--- src/sv/lruope_pkg.sv ---
`timescale 1ns / 1ps
// ----------------------------------------------------------------------------
// lruope_pkg
// shared constants and types of the owner-preferred lru cache
// ----------------------------------------------------------------------------
package lruope_pkg;

    localparam int MAX_LINES = 8;
    localparam int RANK_W    = $clog2(MAX_LINES);
    localparam int CNT_W     = $clog2(MAX_LINES + 1);
    localparam int CFG_W     = 4;
    localparam int BLK_W     = 32;
    localparam int WORD_W    = 32;
    localparam int PID_W     = 8;
    localparam int TOT_W     = 32;

    localparam logic [CFG_W-1:0] LIMIT_RESET = CFG_W'(5);

    typedef logic [RANK_W-1:0] t_rank;
    typedef logic [CNT_W-1:0]  t_cnt;

    typedef enum logic [1:0] {
        ACT_HIT  = 2'd0,
        ACT_FILL = 2'd1,
        ACT_OWN  = 2'd2,
        ACT_GLOB = 2'd3
    } t_action;

    typedef struct packed {
        logic capture;
        logic look;
        logic update;
    } t_dp_cmd;

endpackage

--- src/sv/lruope_ctrl.sv ---
`timescale 1ns / 1ps
// ----------------------------------------------------------------------------
// lruope_ctrl
// sequencer: accept, tag compare, recency update, result strobe
// ----------------------------------------------------------------------------
module lruope_ctrl (
    input  logic                i_clk,
    input  logic                i_rst_n,
    input  logic                i_start,
    output logic                o_busy,
    output logic                o_done,
    output lruope_pkg::t_dp_cmd o_cmd
);
    import lruope_pkg::*;

    typedef enum logic [2:0] {
        S_IDLE = 3'b001,
        S_LOOK = 3'b010,
        S_UPD  = 3'b100
    } t_state;

    t_state r_state, n_state;
    logic   r_done;

    always_comb begin
        n_state = r_state;
        case (r_state)
            S_IDLE: begin
                if (i_start) begin
                    n_state = S_LOOK;
                end
            end
            S_LOOK:  n_state = S_UPD;
            S_UPD:   n_state = S_IDLE;
            default: n_state = S_IDLE;
        endcase
    end

    always_ff @(posedge i_clk) begin
        if (!i_rst_n) begin
            r_state <= S_IDLE;
            r_done  <= 1'b0;
        end else begin
            r_state <= n_state;
            r_done  <= (r_state == S_UPD);
        end
    end

    assign o_busy        = (r_state != S_IDLE);
    assign o_done        = r_done;
    assign o_cmd.capture = (r_state == S_IDLE) && i_start;
    assign o_cmd.look    = (r_state == S_LOOK);
    assign o_cmd.update  = (r_state == S_UPD);

endmodule

--- src/sv/lruope_dp.sv ---
`timescale 1ns / 1ps
// ----------------------------------------------------------------------------
// lruope_dp
// line store, parallel tag compare, victim select and recency update
// ----------------------------------------------------------------------------
module lruope_dp (
    input  logic                                 i_clk,
    input  logic                                 i_rst_n,
    input  lruope_pkg::t_dp_cmd                  i_cmd,
    input  logic                                 i_cfg_wr,
    input  logic [lruope_pkg::CFG_W-1:0]         i_cfg_data,
    input  logic [lruope_pkg::BLK_W-1:0]         i_block_number,
    input  logic signed [lruope_pkg::WORD_W-1:0] i_data_value,
    input  logic [lruope_pkg::PID_W-1:0]         i_processor_id,
    output logic                                 o_hit,
    output logic [1:0]                           o_action,
    output logic [lruope_pkg::BLK_W-1:0]         o_victim_block,
    output logic [lruope_pkg::PID_W-1:0]         o_victim_processor,
    output logic [lruope_pkg::TOT_W-1:0]         o_hit_total,
    output logic [lruope_pkg::TOT_W-1:0]         o_miss_total
);
    import lruope_pkg::*;

    // clamp the configured count into 1 .. MAX_LINES
    function automatic t_cnt eff_limit(input logic [CFG_W-1:0] v);
        t_cnt r;
        if (v == '0) begin
            r = CNT_W'(1);
        end else if (int'(v) > MAX_LINES) begin
            r = CNT_W'(MAX_LINES);
        end else begin
            r = CNT_W'(v);
        end
        return r;
    endfunction

    logic [CFG_W-1:0]         r_lim;
    logic [BLK_W-1:0]         r_blk;
    logic signed [WORD_W-1:0] r_word;
    logic [PID_W-1:0]         r_pid;

    logic [MAX_LINES-1:0]     r_valid;
    logic [BLK_W-1:0]         r_lblk  [MAX_LINES];
    logic signed [WORD_W-1:0] r_lword [MAX_LINES];
    logic [PID_W-1:0]         r_lown  [MAX_LINES];
    t_rank                    r_rank  [MAX_LINES];
    t_cnt                     r_filled;
    logic [TOT_W-1:0]         r_hit_cnt;
    logic [TOT_W-1:0]         r_miss_cnt;

    logic [MAX_LINES-1:0]     r_hit_vec, n_hit_vec;
    logic [MAX_LINES-1:0]     r_own_vec, n_own_vec;

    logic                     r_hit;
    t_action                  r_action;
    logic [BLK_W-1:0]         r_vblk;
    logic [PID_W-1:0]         r_vpid;

    // compare stage
    always_comb begin
        for (int i = 0; i < MAX_LINES; i++) begin
            n_own_vec[i] = r_valid[i] && (r_lown[i] == r_pid);
            n_hit_vec[i] = n_own_vec[i] && (r_lblk[i] == r_blk) && (r_lword[i] == r_word);
        end
    end

    // update stage: pick the slot and the rank it leaves
    logic    hit_any, own_any, fill;
    logic    f_hit, f_empty, f_own, f_glob;
    t_rank   hit_idx, empty_idx, own_idx, glob_idx;
    t_rank   own_best, glob_best;
    t_rank   slot;
    t_cnt    old_rank;
    t_action act;
    logic    evict;

    always_comb begin
        f_hit     = 1'b0;
        f_empty   = 1'b0;
        f_own     = 1'b0;
        f_glob    = 1'b0;
        hit_idx   = '0;
        empty_idx = '0;
        own_idx   = '0;
        glob_idx  = '0;
        own_best  = '0;
        glob_best = '0;
        for (int i = 0; i < MAX_LINES; i++) begin
            if (!f_hit && r_hit_vec[i]) begin
                hit_idx = RANK_W'(i);
                f_hit   = 1'b1;
            end
            if (!f_empty && !r_valid[i]) begin
                empty_idx = RANK_W'(i);
                f_empty   = 1'b1;
            end
            if (r_own_vec[i] && (!f_own || r_rank[i] > own_best)) begin
                own_idx  = RANK_W'(i);
                own_best = r_rank[i];
                f_own    = 1'b1;
            end
            if (r_valid[i] && (!f_glob || r_rank[i] > glob_best)) begin
                glob_idx  = RANK_W'(i);
                glob_best = r_rank[i];
                f_glob    = 1'b1;
            end
        end
        hit_any = |r_hit_vec;
        own_any = |r_own_vec;
        fill    = (r_filled < eff_limit(r_lim));

        if (hit_any) begin
            slot     = hit_idx;
            old_rank = CNT_W'(r_rank[hit_idx]);
            act      = ACT_HIT;
        end else if (fill) begin
            // every valid line ages when an empty one is filled
            slot     = empty_idx;
            old_rank = r_filled;
            act      = ACT_FILL;
        end else if (own_any) begin
            slot     = own_idx;
            old_rank = CNT_W'(own_best);
            act      = ACT_OWN;
        end else begin
            slot     = glob_idx;
            old_rank = CNT_W'(glob_best);
            act      = ACT_GLOB;
        end
        evict = (act == ACT_OWN) || (act == ACT_GLOB);
    end

    always_ff @(posedge i_clk) begin
        if (!i_rst_n) begin
            r_lim      <= LIMIT_RESET;
            r_valid    <= '0;
            r_filled   <= '0;
            r_hit_cnt  <= '0;
            r_miss_cnt <= '0;
            for (int i = 0; i < MAX_LINES; i++) begin
                r_rank[i] <= '0;
            end
        end else begin
            if (i_cfg_wr) begin
                r_lim <= i_cfg_data;
            end
            if (i_cmd.update) begin
                for (int i = 0; i < MAX_LINES; i++) begin
                    if (RANK_W'(i) == slot) begin
                        r_valid[i] <= 1'b1;
                        r_rank[i]  <= '0;
                    end else if (r_valid[i] && (CNT_W'(r_rank[i]) < old_rank)) begin
                        r_rank[i] <= r_rank[i] + 1'b1;
                    end
                end
                if (act == ACT_FILL) begin
                    r_filled <= r_filled + 1'b1;
                end
                if (hit_any) begin
                    if (r_hit_cnt != '1) begin
                        r_hit_cnt <= r_hit_cnt + 1'b1;
                    end
                end else if (r_miss_cnt != '1) begin
                    r_miss_cnt <= r_miss_cnt + 1'b1;
                end
            end
        end
    end

    always_ff @(posedge i_clk) begin
        if (i_cmd.capture) begin
            r_blk  <= i_block_number;
            r_word <= i_data_value;
            r_pid  <= i_processor_id;
        end
        if (i_cmd.look) begin
            r_hit_vec <= n_hit_vec;
            r_own_vec <= n_own_vec;
        end
        if (i_cmd.update) begin
            if (!hit_any) begin
                r_lblk[slot]  <= r_blk;
                r_lword[slot] <= r_word;
                r_lown[slot]  <= r_pid;
            end
            r_hit    <= hit_any;
            r_action <= act;
            r_vblk   <= evict ? r_lblk[slot] : '0;
            r_vpid   <= evict ? r_lown[slot] : '0;
        end
    end

    assign o_hit              = r_hit;
    assign o_action           = r_action;
    assign o_victim_block     = r_vblk;
    assign o_victim_processor = r_vpid;
    assign o_hit_total        = r_hit_cnt;
    assign o_miss_total       = r_miss_cnt;

endmodule

--- src/sv/lru_cache_owner_preferred_evict.sv ---
`timescale 1ns / 1ps
// ----------------------------------------------------------------------------
// lru_cache_owner_preferred_evict
// fully associative lru cache, eviction prefers the requester's own lines
//
// channel   direction  handshake                    payload
// access    in         start & !busy                block_number, data_value,
//                                                   processor_id
// result    out        o_done, one-cycle strobe     hit, action, victim_*, totals
// config    in         i_cfg_valid & o_cfg_ready    lines_in_use
//
// each access raises its strobe after the LOOK and UPD states: tag compare over all
// lines in parallel, then victim select and recency update
// a new access is taken in the cycle its predecessor's result is shown, so
// no access is taken while its predecessor is in the compare/update sequence
// synchronous active-low reset empties all lines, clears counters, limit 5
// the result strobe cannot be stalled; config is always ready
// ----------------------------------------------------------------------------
module lru_cache_owner_preferred_evict (
    input  logic                                 i_clk,
    input  logic                                 i_rst_n,
    input  logic                                 start,
    output logic                                 busy,
    input  logic [lruope_pkg::BLK_W-1:0]         i_block_number,
    input  logic signed [lruope_pkg::WORD_W-1:0] i_data_value,
    input  logic [lruope_pkg::PID_W-1:0]         i_processor_id,
    input  logic                                 i_cfg_valid,
    output logic                                 o_cfg_ready,
    input  logic [lruope_pkg::CFG_W-1:0]         i_cfg_lines_in_use,
    output logic                                 o_done,
    output logic                                 o_hit,
    output logic [1:0]                           o_action,
    output logic [lruope_pkg::BLK_W-1:0]         o_victim_block,
    output logic [lruope_pkg::PID_W-1:0]         o_victim_processor,
    output logic [lruope_pkg::TOT_W-1:0]         o_hit_total,
    output logic [lruope_pkg::TOT_W-1:0]         o_miss_total
);
    import lruope_pkg::*;

    t_dp_cmd cmd;

    assign o_cfg_ready = 1'b1;

    lruope_ctrl u_ctrl (
        .i_clk   (i_clk),
        .i_rst_n (i_rst_n),
        .i_start (start),
        .o_busy  (busy),
        .o_done  (o_done),
        .o_cmd   (cmd)
    );

    lruope_dp u_dp (
        .i_clk              (i_clk),
        .i_rst_n            (i_rst_n),
        .i_cmd              (cmd),
        .i_cfg_wr           (i_cfg_valid && o_cfg_ready),
        .i_cfg_data         (i_cfg_lines_in_use),
        .i_block_number     (i_block_number),
        .i_data_value       (i_data_value),
        .i_processor_id     (i_processor_id),
        .o_hit              (o_hit),
        .o_action           (o_action),
        .o_victim_block     (o_victim_block),
        .o_victim_processor (o_victim_processor),
        .o_hit_total        (o_hit_total),
        .o_miss_total       (o_miss_total)
    );

endmodule

--- config.mk ---
export PLATFORM = sky130hd
export DESIGN_NAME = lru_cache_owner_preferred_evict
export DESIGN_NICKNAME = d
export VERILOG_FILES = /design/src/sv/lruope_pkg.sv /design/src/sv/lruope_ctrl.sv /design/src/sv/lruope_dp.sv /design/src/sv/lru_cache_owner_preferred_evict.sv
export SDC_FILE = /design/constraint.sdc
export NUM_CORES = 1
export LEC_CHECK = 0
export BUFFER_PORTS_ARGS = -buffer_cell sky130_fd_sc_hd__buf_2
export CAP_MARGIN = 20
export CORE_MARGIN = 2
export CORE_UTILIZATION = 44
export CTS_CLUSTER_DIAMETER = 60
export DETAILED_ROUTE_END_ITERATION = 6
export SYNTH_ARGS = -nofsm -noshare
export SYNTH_HDL_FRONTEND = slang
export SYNTH_SLANG_ARGS = --single-unit
--- constraint.sdc ---
create_clock -name i_clk -period 30.1 [get_ports i_clk]
set_clock_uncertainty 0.2 [all_clocks]
set_input_delay 4.515 -clock i_clk [delete_from_list [all_inputs] [get_ports i_clk]]
set_output_delay 4.515 -clock i_clk [all_outputs]
set_load 0.02 [all_outputs]
Word-level counts from Yosys, hierarchy flattened --
Memory sizes are Yosys's and may differ from the RTL's. A register that Yosys moved wholly into a read port is not among the register bits. Index checks and enable logic that the tools add are counted.
Word-level totals: register bits 175, bits in writable memories 600, output and inout port bits 110, logic and storage cells 422, memories kept 4
Cells by class: add/subtract/negate cells 11, $lt $le $gt $ge 24, equal/unequal tests 41, mux-type cells 177, bitwise gates (word level) 17, reduce and logical (&&, ||, !) cells 127
Memory list:
- u_dp.r_lblk | depth 8, width 32, rd ports 9, clocked after Yosys merged registers in 1, wr ports 1, RTL line lruope_dp.sv:43 | logic [BLK_W-1:0] r_lblk [MAX_LINES];
- u_dp.r_lword | depth 8, width 32, rd ports 8, clocked after Yosys merged registers in 0, wr ports 1, RTL line lruope_dp.sv:44 | logic signed [WORD_W-1:0] r_lword [MAX_LINES];
- u_dp.r_lown | depth 8, width 8, rd ports 9, clocked after Yosys merged registers in 1, wr ports 1, RTL line lruope_dp.sv:45 | logic [PID_W-1:0] r_lown [MAX_LINES];
- u_dp.r_rank | depth 8, width 3, rd ports 9, clocked after Yosys merged registers in 0, wr ports 8, RTL line lruope_dp.sv:46 | t_rank r_rank [MAX_LINES];
Operator list (count):
- 32-bit equality test | 16
- 3-bit two-way mux | 53
- 1-bit two-way mux | 109
- 32-bit by 1-bit adder with 32-bit output (second input constant) | 2
- 8-bit equality test | 8
- 32-bit inequality test (second input constant) | 2
- 1-bit logical AND | 61
- 3-bit greater-than comparator | 14
- 1-bit logical NOT | 36
- 3-bit by 4-bit < comparator with 1-bit output | 8
- 3-bit by 1-bit adder with 3-bit output (second input constant) | 8
- 2-bit two-way mux | 10
- 2-bit AND reduction | 9
- 4-bit two-way mux | 4
- 1-bit OR | 16
- 8-bit OR reduction | 2
- 1-bit logical OR | 15
- 3-bit equality test (first input constant) | 4
- 2-bit by 3-bit equality test with 1-bit output (first input constant) | 2
- 3-bit one-hot mux with 2 select lines | 1
- 3-bit AND reduction | 2
- 4-bit by 1-bit adder with 4-bit output (second input constant) | 1
- 2-bit equality test (second input constant) | 2
- 4-bit greater-than comparator (second input constant) | 1
- 11 further kinds | 11

Logic depth before layout (Yosys ltp) --
An unclocked memory read counts as a cell.
depth after elaboration 41, depth in mapped cells 56, gate-level depth less buffers 54

By module --
Synthesis repeated with hierarchy kept, for this count alone.
Unflattened totals: cells, all modules 2856, area total of the unflattened synthesis 38647.1 um^2
Modules (own cells, without submodules):
- lruope_dp | instances 1, cells each 2833, area an instance 38448.1 um^2
- lruope_ctrl | instances 1, cells each 21, area an instance 187.7 um^2
- lru_cache_owner_preferred_evict | instances 1, cells each 2, area an instance 11.3 um^2

Worst setup path before layout --
Ideal clock, no wire load.
path kind reg-to-reg, from memory u_dp.r_rank[0][0] (netlist bit), to memory u_dp.r_lblk[0][0] (enable), setup time 502 ps, arrival 13708 ps, path slack 15689 ps, cell stages (with the launch flop) 55, path buffers 5, period minus slack after synthesis 14411 ps, path through edfxtp_1 > clkbuf_1 > and2_1 > ha_1 > and3_1 > a211o_1 > and2_1 > a22o_1 > ha_1 > and3_1 > a211o_1 > nand2_1 > o31a_1 > inv_1 > ha_1 > and3_1 > a21oi_1 > o21ai_1 > (+19 left out) > o311ai_0 > nor2_1 > a21oi_1 > and2_1 > buf_2 > mux2_2 > inv_1 > ha_1 > a221oi_1 > o32a_1 > nand2_1 > o311ai_1 > a31oi_2 > o22ai_4 > buf_6 > buf_4 > nand2_1 > nor2_1
RTL lines (RTL line):
- start, declared | lruope_dp.sv:46
- end, declared | lruope_dp.sv:43

Worst setup path after layout --
from register u_dp.r_valid[0], to memory u_dp.r_lblk[2][15] (enable)
On the way: word-level cells in the longest chain between the ends 32
Ends and longest elaborated chain:
- start, declared | RTL line lruope_dp.sv:42 | logic [MAX_LINES-1:0] r_valid;
- start signal, assigned | RTL line lruope_dp.sv:136 | r_valid <= '0;
- start signal, assigned by index | RTL line lruope_dp.sv:150 | r_valid[i] <= 1'b1;
- 3-bit two-way mux or 1-bit two-way mux (tied branches) | RTL line lruope_dp.sv:102 | if (r_valid[i] && (!f_glob || r_rank[i] > glob_best)) begin
- 3-bit greater-than comparator or 1-bit logical NOT (tied branches) | RTL line lruope_dp.sv:102
- 1-bit logical OR | RTL line lruope_dp.sv:102
- 1-bit logical AND | RTL line lruope_dp.sv:102
- 3-bit two-way mux or 1-bit two-way mux (tied branches) | RTL line lruope_dp.sv:102
- 3-bit greater-than comparator or 1-bit logical NOT (tied branches) | RTL line lruope_dp.sv:102
- 1-bit logical OR | RTL line lruope_dp.sv:102
- 1-bit logical AND | RTL line lruope_dp.sv:102
- (+16 left out)
- 3-bit two-way mux or 1-bit two-way mux (tied branches) | RTL line lruope_dp.sv:102
- 3-bit greater-than comparator or 1-bit logical NOT (tied branches) | RTL line lruope_dp.sv:102
- 1-bit logical OR | RTL line lruope_dp.sv:102
- 1-bit logical AND | RTL line lruope_dp.sv:102
- 3-bit two-way mux | RTL line lruope_dp.sv:102
- 3-bit two-way mux | RTL line lruope_dp.sv:121 | end else if (own_any) begin
- 3-bit two-way mux * | RTL line lruope_dp.sv:116 | end else if (fill) begin
- 3-bit two-way mux * | RTL line lruope_dp.sv:112 | if (hit_any) begin
Every way passes the cells marked *; elsewhere a longest branch is shown, timed or not.

==> key figures <==
Run status
  – Outcome: finished clean

Die
  – Die height: 305.0 um
  – Ports: 190
  – Core ar.: 89870 sq um
  – Full die area: 93020 sq um
  – Row Count: 110
  – Die width: 305.0 um
  – Starting Density: 44.35%

Global route
  – Vias in the first global route: 25.95k
  – GRT overflow: 0
  – First-pass GRT wire length: approximately 180 mm
  – Largest net degree at the start of global routing: 243
  – Initial antenna violation count: 5
  – Total track usage: a little over a quarter

Yosys
  – Sequential area share after synthesis: 59.29%
  – Asr flop ratio synth: 0%
  – Area fraction of the dominant cell type after synthesis: 55.07%
  – Ys flop type: edfxtp_1
  – Synth Area in Adders: 2.226%
  – Synth Area in XOR/XNOR: 13.93%
  – Gate Count Post-Synth: 3052
  – Area leader, netlist: edfxtp_1
  – Syn_area_per_cell: 13.06 sq um
  – Post-synth EDFFs: between 700 and 800
  – Synth warn: 0
  – Simple-gate share of the synthesized area: a little over a tenth
  – Mux contribution to synthesized area: 1.843%
  – Yosys reg bits: 815
  – Largest family of logic cells by synthesized area: XOR/XNOR gates
  – Top cells by area, synth: edfxtp_1, xnor2_1, xor2_1, dfxtp_1, o211ai_1
  – Post-synthesis cell area: 39860 sq um
  – Unique masters post-synth: 96
  – Synth Area in Compound Gates: 9.552%
  – Post-Syn Nets: 3202

CTS
  – Clock slew at reported path FFs: 0.06 ns
  – Inserted Clock Buffers: slightly above 90
  – Post CTS Setup Buffer Count: 0
  – TritonCTS clock tree: built
  – Clock sinks: 815
  – Hold buffers post-CTS: 0
  – Clock tree buffer depth: 3
  – Clock Latency Late Sink: 0.69 ns
  – CTS HTree Levels: 3
  – CTS root buf: clkbuf_16
  – PostCTS Resize Cnt: 0

Route
  – Wire length on met2: 59.28 mm
  – DR pass1 iterations: 6
  – Via Count: 26.57k
  – DRC viols: 0
  – Antenna-violating nets left: 0
  – Met1 Routed Length: 52.23 mm
  – Top sig layer: met5
  – Final WL: 126.2 mm
  – Vias per Instance: 5.951
  – Routed length per placed instance: 28.26 um
  – 1st-iter DRT viols: 2636
  – Met3 routed WL: 9.008 mm

Place
  – RD Place Congestion: 0.9108
  – Post-DP Area: 42050 sq um
  – Placed insts: 4291
  – # port buffers: 188
  – HPWL after DPL: 84.07 mm

Layout
  – Most frequent cells in the layout: edfxtp_1, xnor2_1, xor2_1
  – Layout Cells excl Fill: roughly 4.5k
  – Most common library cell in the layout ignoring fill and taps: edfxtp_1
  – P&R area growth vs syn: 13.47%
  – Final Instance Area: between 40000 and 50000 sq um
  – Share of layout cells above drive strength 1: between 10 and 15%
  – NumNets Final: 3363
  – Post-Route Utilization: 50.33%

Timing
  – Final setup vio count: 0
  – Setup TNS: 0 ns
  – RSZ-0062 raised after global routing: no
  – Fmax: between 0.06 and 0.07 GHz
  – Fin crit share: 51.11%
  – Final Max Slew Viols: 0
  – Worst slew pin tran: 1.207 ns
  – Final min period: 15.38 ns
  – Final hold vios: 0
  – Rel. slew slack: a little under a fifth

Setup path
  – Critical path endpoint category: flop
  – R2R Setup Slk: between 10 and 15 ns
  – Slowest CP cell: and2_4
  – Critical Path Max Stage Delay: 1.00 ns
  – CP Max Fanout: 242
  – WP data arrival: between 15 and 20 ns
  – Critical path type: reg2reg
  – CP endpoint: u_dp.r_lblk[2][15]
  – CP Launch Type: flop
  – Crit. Startpoint: u_dp.r_valid[0]
  – Reg2Reg Launch Point: u_dp.r_valid[0]
  – FF-to-FF End: u_dp.r_lblk[2][15]
  – FF-to-FF path depth: 51
  – Worst EP required: just over 30 ns

Power and ir drop
  – Tot Pwr: 0.002585 W
  – Max VDD drop: 0.04666 mV
  – Leak Pwr: roughly 15 nW
  – P per Cell Area: 57.15 nW/um^2

Job
  – Max-cap violations: 0

Min path
  – HP Class: reg2reg
==> cells by family after synthesis <==
kind of cell | after synthesis
and+or+nand+nor | 728
buffers and inverters | 236
DFF | 815
muxes | 71
AOI/OAI and AO/OA | 496
xor gates and xnor gates | 634
adders and majority gates | 71
other | 1
==> stage by stage <==
step / setup WS [ns] / hold slack [ns]
after floorplan: 15.69 / 0.2416
after global placement: 14.79 / 0.2660
after detailed placement: 14.75 / 0.2813
after CTS: 14.64 / 0.2970
after global routing: 13.62 / 0.3109
final: 14.72 / 0.2975
==> critical path, delay by kind of cell (launching register included) <==
kind	cells	cell delay, ns
AOI/OAI and AO/OA	19	4.96
and+or+nand+nor	17	4.04
adders and majority gates	7	2.06
buffers and inverters	5	1.65
muxes	3	1.23
DFF	1	0.62
==> where the power goes <==
part,internal [W],switching (W),total (W)
clock,0.000695,0.000478,0.00117
combinational,0.0000501,0.0000896,0.000140
sequential,0.00124,0.0000278,0.00127
==> flip-flops by register name, summed over array words and instances (netlist names) <==
name and flops:
u_ctrl.o_done 1, u_ctrl.r_state 3, u_dp.o_action 2, u_dp.o_hit 1, u_dp.o_hit_total 32, u_dp.o_miss_total 32
u_dp.o_victim_block 32, u_dp.o_victim_processor 8, u_dp.r_blk 32, u_dp.r_filled 4, u_dp.r_hit_vec 8, u_dp.r_lblk 256
u_dp.r_lim 4, u_dp.r_lown 64, u_dp.r_lword 256, u_dp.r_own_vec 8, u_dp.r_pid 8, u_dp.r_rank 24
u_dp.r_valid 8, u_dp.r_word 32
==> synth_stat cells, drive strengths merged, types with 41 or more instances <==
master / number
edfxtp: 731
dfxtp: 84
nand2: 85
nor2: 60
mux2i: 62
nand4: 110
nor4: 99
xnor2: 355
nand3: 46
a21boi: 144
buf: 44
o2111ai: 41
and2: 67
and3: 144
clkbuf: 147
xor2: 279
o211ai: 138
nor3: 48
ha: 70
inv: 44
==> final cells by class <==
type	count	area, sq um
Inverter	45	168.9
Clock inverter	59	737.0
Tap cell	1176	1471
Antenna cell	2	5.005
Clock buffer	110	2401
Multi-Input combinational cell	2001	15320
Sequential cell	815	23630
Timing Repair Buffer	257	1489
Fill cell	7778	44640
==> how the worst min path moves through the flow <==
stage	startpoint	end	slack, ns	cells after the start
2_1_floorplan	u_dp.r_lim[0]	u_dp.r_lim[0]	0.24	2
3_3_place_gp	u_dp.r_lim[0]	u_dp.r_lim[0]	0.27	2
3_5_place_dp	u_dp.r_lim[0]	u_dp.r_lim[0]	0.28	2
4_1_cts	u_dp.r_lim[0]	u_dp.r_lim[0]	0.30	2
5_1_grt	u_dp.r_lim[0]	u_dp.r_lim[0]	0.31	2
6_report	u_dp.r_lim[0]	u_dp.r_lim[0]	0.30	2
==> per-layer routing <==
metal | vias to the layer above | track usage [%]
met3 | 234 | 4.304
met1 | 13330 | 35.82
met4 | 2 | 11.06
li1 | 11820 | -
met5 | - | 0
met2 | 1183 | 43.36
(Power assumes the default switching activity.)
